<file path="src/rtl/glfdm_ram.sv">
`timescale 1ns / 1ps
// ----------------------------------------------------------------------------
// glfdm_ram
// generic single-write single-read ram with registered read data
// ----------------------------------------------------------------------------
module glfdm_ram #(
    parameter int WIDTH  = 8,
    parameter int DEPTH  = 64,
    parameter int ADDR_W = (DEPTH > 1) ? $clog2(DEPTH) : 1
) (
    input  logic              i_clk,
    input  logic              i_we,
    input  logic [ADDR_W-1:0] i_waddr,
    input  logic [WIDTH-1:0]  i_wdata,
    input  logic              i_re,
    input  logic [ADDR_W-1:0] i_raddr,
    output logic [WIDTH-1:0]  o_rdata
);

    logic [WIDTH-1:0] r_mem [DEPTH];
    logic [WIDTH-1:0] r_rdata;

    always_ff @(posedge i_clk) begin
        if (i_we) begin
            r_mem[i_waddr] <= i_wdata;
        end
        if (i_re) begin
            r_rdata <= r_mem[i_raddr];
        end
    end

    assign o_rdata = r_rdata;

endmodule

</file>
<file path="config.mk">
export PLATFORM = sky130hd
export DESIGN_NAME = glfdm_ram
export DESIGN_NICKNAME = d
export VERILOG_FILES = /design/src/rtl/glfdm_ram.sv
export SDC_FILE = /design/constraint.sdc
export NUM_CORES = 1
export LEC_CHECK = 0
export ABC_AREA = 1
export BUFFER_PORTS_ARGS = -buffer_cell sky130_fd_sc_hd__buf_2
export CAP_MARGIN = 15
export CORE_MARGIN = 5
export CORE_UTILIZATION = 45
export CTS_BUF_LIST = sky130_fd_sc_hd__clkbuf_4 sky130_fd_sc_hd__clkbuf_8
export DETAILED_ROUTE_END_ITERATION = 12
export SYNTH_ARGS = -nofsm -noshare
export SYNTH_HDL_FRONTEND = slang
export SYNTH_SLANG_ARGS = --single-unit
export TNS_END_PERCENT = 10
</file>
<file path="constraint.sdc">
create_clock -name i_clk -period 7.56 [get_ports i_clk]
set_clock_uncertainty 0.05 [all_clocks]
set_input_delay 2.268 -clock i_clk [delete_from_list [all_inputs] [get_ports i_clk]]
set_output_delay 2.268 -clock i_clk [all_outputs]
set_load 0.01 [all_outputs]
</file>
==> results of run 1 <==
-- per-layer routing --
layer | vias up | GRT usage [%]
met1 | 6672 | 30.1
met3 | 99 | 4.58
met4 | 2 | 5.90
met5 | - | 0
li1 | 6418 | -
met2 | 516 | 30.6
-- state kept, by name, summed over array words and instances, names as in the netlist --
signal   count
r_mem      512
o_rdata      8
-- worst max path at each step --
stage               slack [ps]  cells past startpoint                     end  startpoint
global placement          2310                     11    o_rdata[5]$_DFFE_PP_  i_raddr[0]
finish                    2890                     11    o_rdata[6]$_DFFE_PP_  i_raddr[0]
floorplan                 3480                      3  r_mem[48][0]$_DFFE_PP_        i_we
detailed placement        2270                     11    o_rdata[4]$_DFFE_PP_  i_raddr[0]
global route              2670                     11    o_rdata[6]$_DFFE_PP_  i_raddr[0]
CTS                       2940                     11    o_rdata[4]$_DFFE_PP_  i_raddr[0]
-- stage by stage --
| stage | utilization, % | area (um2) | setup slack, ps |
|---|---|---|---|
| finish | 49.2 | 23400 | 2890 |
| floorplan | - | 21400 | 3480 |
| CTS | 49.2 | 23300 | 2940 |
| global placement | 45.8 | 21700 | 2310 |
| detailed placement | 45.9 | 21800 | 2270 |
| global route | 49.2 | 23300 | 2670 |
-- layout by cell type (no fill, tap or decap) --
master	instances
clkinv_1	18
edfxtp_1	520
clkbuf_4	28
inv_1	9
bufinv_16	2
buf_16	1
inv_4	1
buf_4	26
inv_2	1
nand4_1	9
inv_8	1
nand3_1	439
nand2_1	648
clkbuf_8	90
clkinv_2	5
buf_2	28
nor4_1	8
diode_2	2
nor2_1	56
-- cell type report --
class,instances,area [um2],share of cell area (%)
well taps,615,769,3.29
flip-flops and latches,520,15600,66.9
repair buffers,56,377,1.61
diodes,2,5.00,0.0214
clock buffers,117,1440,6.14
inverters,12,55.1,0.236
multi-input cells,1160,4950,21.2
clock inverters,25,153,0.654
-- kinds of logic (layout without fill, tap and decap cells) --
family / count (synthesis) / count (layout) / share of synthesized area [%]
flops: 520 / 520 / 72.9
simple gates: 1160 / 1160 / 23.1
buf+inv: 125 / 210 / 4.01
other cells: 0 / 2 / 0
-- report_power, final --
group / leakage (nW) / switching (mW) / internal [mW] / total (mW)
Clock: 0.845 / 1.06 / 1.28 / 2.34
Sequential: 4.69 / 0.00742 / 3.20 / 3.21
Combinational: 2.84 / 0.275 / 0.0852 / 0.360
Total: 8.37 / 1.34 / 4.57 / 5.91
-- critical path, cell delays in order --
cell and delay (ps):
clkbuf_8 380, inv_8 850, buf_4 550, nand2_1 90, nand3_1 80, nand3_1 130, nand2_1 150, nand2_1 70
nand3_1 150, nand3_1 80, nand2_1 70
==> flow_summary.toml, run 1 <==
[global_routing]
grt_pass1_wl_mm = 82.3
grt_pass1_vias = 13300
grtUsageTotal_pct = 20.4
grt_max_degree = 177
grt_antenna_before_repair = 3
grt_overflow = 0

[pwr]
ir_drop_mv = 0.149
leakage_nw = 8.37
power_mw = 5.91
p_per_area_nw_per_um2 = 253

[synth]
yosysMostFrequentCell = "nand2_1"
yosys_warnings = 0
synthCells = 1805
ys_seq_area_share_pct = 72.9
ys_dominant_reg_cell = "edfxtp_1"
synthArstFlopShare_pct = 0
synth_edf_count = 520
syn-cell-area_um2 = 21400
yosys.area.top_type = "edfxtp_1"
synth_top_area_share_pct = 72.9
syn_avg_cell_area_um2 = 11.9
synth_common_cells = "nand2_1 (648), edfxtp_1 (520), nand3_1 (439), nor2_1 (56), buf_2 (37)"
syn-num-nets = 1828
synth_cell_types = 15
netlist_top_cells_area = "edfxtp_1 (73%), nand2_1 (11%), nand3_1 (10%)"
ys_seq_elements = 520

[sta]
setup_viol_count_final = 0
maxSlewViolCount = 0
fin_crit_ps = 4670
rsz0062_at_grt = "false"
finalHoldViolations = 0
fmax_ghz = 0.214
tightestPinTransition_ps = 1150
holdWs_ps = 833
period_share_pct = 61.7
fin_tns_setup_ps = 0
max-slew-margin-rel_pct = 23.4

[critical_path]
worst-endpoint-required_ps = 8010
critPathKind = "primary input to flop"
end_kind = "flop"
worstPathArrival_ps = 5110
reg2reg_from = "r_mem[30][5]$_DFFE_PP_"
startpoint_type = "primary input"
reg2reg_to = "o_rdata[5]$_DFFE_PP_"
rrSetupSlack_ps = 5850
crit_path_max_fanout = 176
ff2ff_path_depth = 8

[detailed_routing]
wl_mm = 53.7
wl_met1_mm = 24.0
final_antenna_net_count = 0
drt-initial-drc-count = 1549
wl_met2_mm = 24.2
wl_met3_mm = 4.18
top_layer = "met5"
num_vias = 13700
wl_per_cell_um = 21.4
via_per_inst = 5.47
first_pass_iters = 5
drc = 0

[status]
status = "complete, no violations"

[hold_path]
whs_endpoint = "o_rdata[5]$_DFFE_PP_"
hp-class = "flop to flop"
hold_start = "r_mem[44][5]$_DFFE_PP_"
hold_path_depth = 8

[clocking]
holdBufCountCts = 0
clkTransAtPathRegs_ps = 60
clockBufferDepth = 3
cts_buffers = 85
cts.sinks = 520
cts_resized = 0
cts_tree = "built"
clk_latency_ps = 650
h-tree-depth = 3
post_cts_buffers = 0
root_buffer = "clkbuf_8"

[floorplanning]
floorplan.initialDensity_pct = 45.1
row_count = 80
coreArea_um2 = 47400
die_y_um = 228
die_width_um = 228
io_pins = 31
dieArea_um2 = 52100

[place]
placed_cells = 2363
io_buffers = 30
place.gp.congestion = 0.835
hpwl_mm = 29.0

[flow_run]
cap_violations = 0

[finish]
drive_gt1_share_pct = 9.68
area_growth_pct = 9.04
layout.nets = 1858
fin_cells = 2507
fillers = 4264
(Power assumes the default switching activity.)
==> run 2: changes to the inputs <==
==> constraint.sdc (replaced) <==
create_clock -name i_clk -period 4.2 [get_ports i_clk]
set_clock_uncertainty 0.05 [all_clocks]
set_input_delay 1.26 -clock i_clk [delete_from_list [all_inputs] [get_ports i_clk]]
set_output_delay 1.26 -clock i_clk [all_outputs]
set_load 0.01 [all_outputs]
==> flow_summary.toml, run 2 (synthesis gave the netlist of run 1 again) <==
[sta]
max-slew-margin-rel_pct = 38.7
tightestPinTransition_ps = 920
finalHoldViolations = 0
maxSlewViolCount = 0
fmax_ghz = 0.346
rsz0062_at_grt = "false"
setup_viol_count_final = 0
fin_tns_setup_ps = 0
period_share_pct = 68.8
fin_crit_ps = 2890
timing.final.ws_setup_ps = 1310

[floorplanning]
dieArea_um2 = 52100
floorplan.initialDensity_pct = 45.1
die_width_um = 228
row_count = 80
coreArea_um2 = 47400
io_pins = 31
die_y_um = 228

[global_routing]
grt_overflow = 0
grt_pass1_wl_mm = 85.8
grt_max_degree = 101
grtUsageTotal_pct = 21.5
grt_antenna_before_repair = 1
grt_pass1_vias = 13800

[clocking]
post_cts_buffers = 0
cts_tree = "built"
clk_latency_ps = 660
clkTransAtPathRegs_ps = 70
cts_resized = 0
cts_buffers = 85
clockBufferDepth = 3
holdBufCountCts = 0
h-tree-depth = 3
root_buffer = "clkbuf_8"
cts.sinks = 520

[critical_path]
reg2reg_from = "r_mem[27][3]$_DFFE_PP_"
end_kind = "flop"
crit_start = "i_waddr[1]"
crit_path_max_fanout = 9
critPathKind = "primary input to flop"
worstPathArrival_ps = 3110
worstPathCellList = "buf_2, inv_1, nand4_1, nor2_1"
critPathMaxStageDelay_ps = 820
worst-endpoint-required_ps = 4420
startpoint_type = "primary input"
cp_slowest_cell = "nor2_1"

[finish]
layout_common_cells = "nand2_1 (648), edfxtp_1 (520), nand3_1 (439)"
top_register = "r_mem"
largest_register_ffs = 512
area_growth_pct = 12.3
drive_gt1_share_pct = 13.2
final_common_cell = "nand2_1"
fillers = 4190
layout.nets = 1929

[detailed_routing]
drt-initial-drc-count = 1587
first_pass_iters = 6
final_antenna_net_count = 0
drc = 0
via_per_inst = 5.49
num_vias = 14200
wl_per_cell_um = 21.9
wl_mm = 56.5

[pwr]
p_per_area_nw_per_um2 = 445
ir_drop_mv = 0.249
leakage_nw = 8.78

[flow_run]
cap_violations = 0

[hold_path]
hp-class = "flop to flop"
hold_start = "r_mem[10][4]$_DFFE_PP_"

[place]
io_buffers = 30
hpwl_mm = 33.9
place.gp.congestion = 0.902
place_ws_ps = 720

[status]
status = "complete, no violations"
## run 2: metrics by stage
step           util, %  hold slack [ps]  cells  instance area (um2)  power (mW)
2_1_floorplan        -              747   1805                21400        6.28
4_1_cts           50.7              863   2582                24000        10.8
3_3_place_gp      47.3              834   2434                22400        6.58
3_5_place_dp      47.3              845   2434                22400        6.59
6_report          50.7              846   2583                24100        10.7
5_1_grt           50.7              892   2582                24000        11.1
## run 2: cell type report
cell class | count | area, um2 | area share [%]
Timing Repair Buffer | 127 | 1050 | 4.37
Sequential cell | 520 | 15600 | 64.9
Clock buffer | 116 | 1410 | 5.86
Antenna cell | 1 | 2.50 | 0.0104
Multi-Input combinational cell | 1160 | 4950 | 20.6
Clock inverter | 32 | 203 | 0.843
Inverter | 12 | 55.1 | 0.229
Tap cell | 615 | 769 | 3.20
## run 2: critical path, delay by kind of cell
family	cells	cell delay [ps]
buffers and inverters	2	370
and+or+nand+nor	2	1480
## run 2: worst paths after layout
path / endpoint / slack (ps) / cells past startpoint
setup reg to reg: o_rdata[3]$_DFFE_PP_ / 2700 / 8
setup / recovery: r_mem[12][0]$_DFFE_PP_ / 1310 / 4
hold / removal: o_rdata[4]$_DFFE_PP_ / 850 / 8
hold reg to reg: o_rdata[4]$_DFFE_PP_ / 850 / 8
## run 2: metal layers
layer	up-vias	global-route usage (%)	share of wire (%)
met2	622	32.9	46
met3	99	4.70	8.4
met4	0	7.07	2.9
li1	6562	-	-
met1	6902	30.9	43
met5	-	0	0
## run 2: power by group
part / switching (mW) / internal [mW]
Combinational: 0.527 / 0.179
Clock: 1.94 / 2.29
Sequential: 0.0177 / 5.76
Total: 2.49 / 8.22
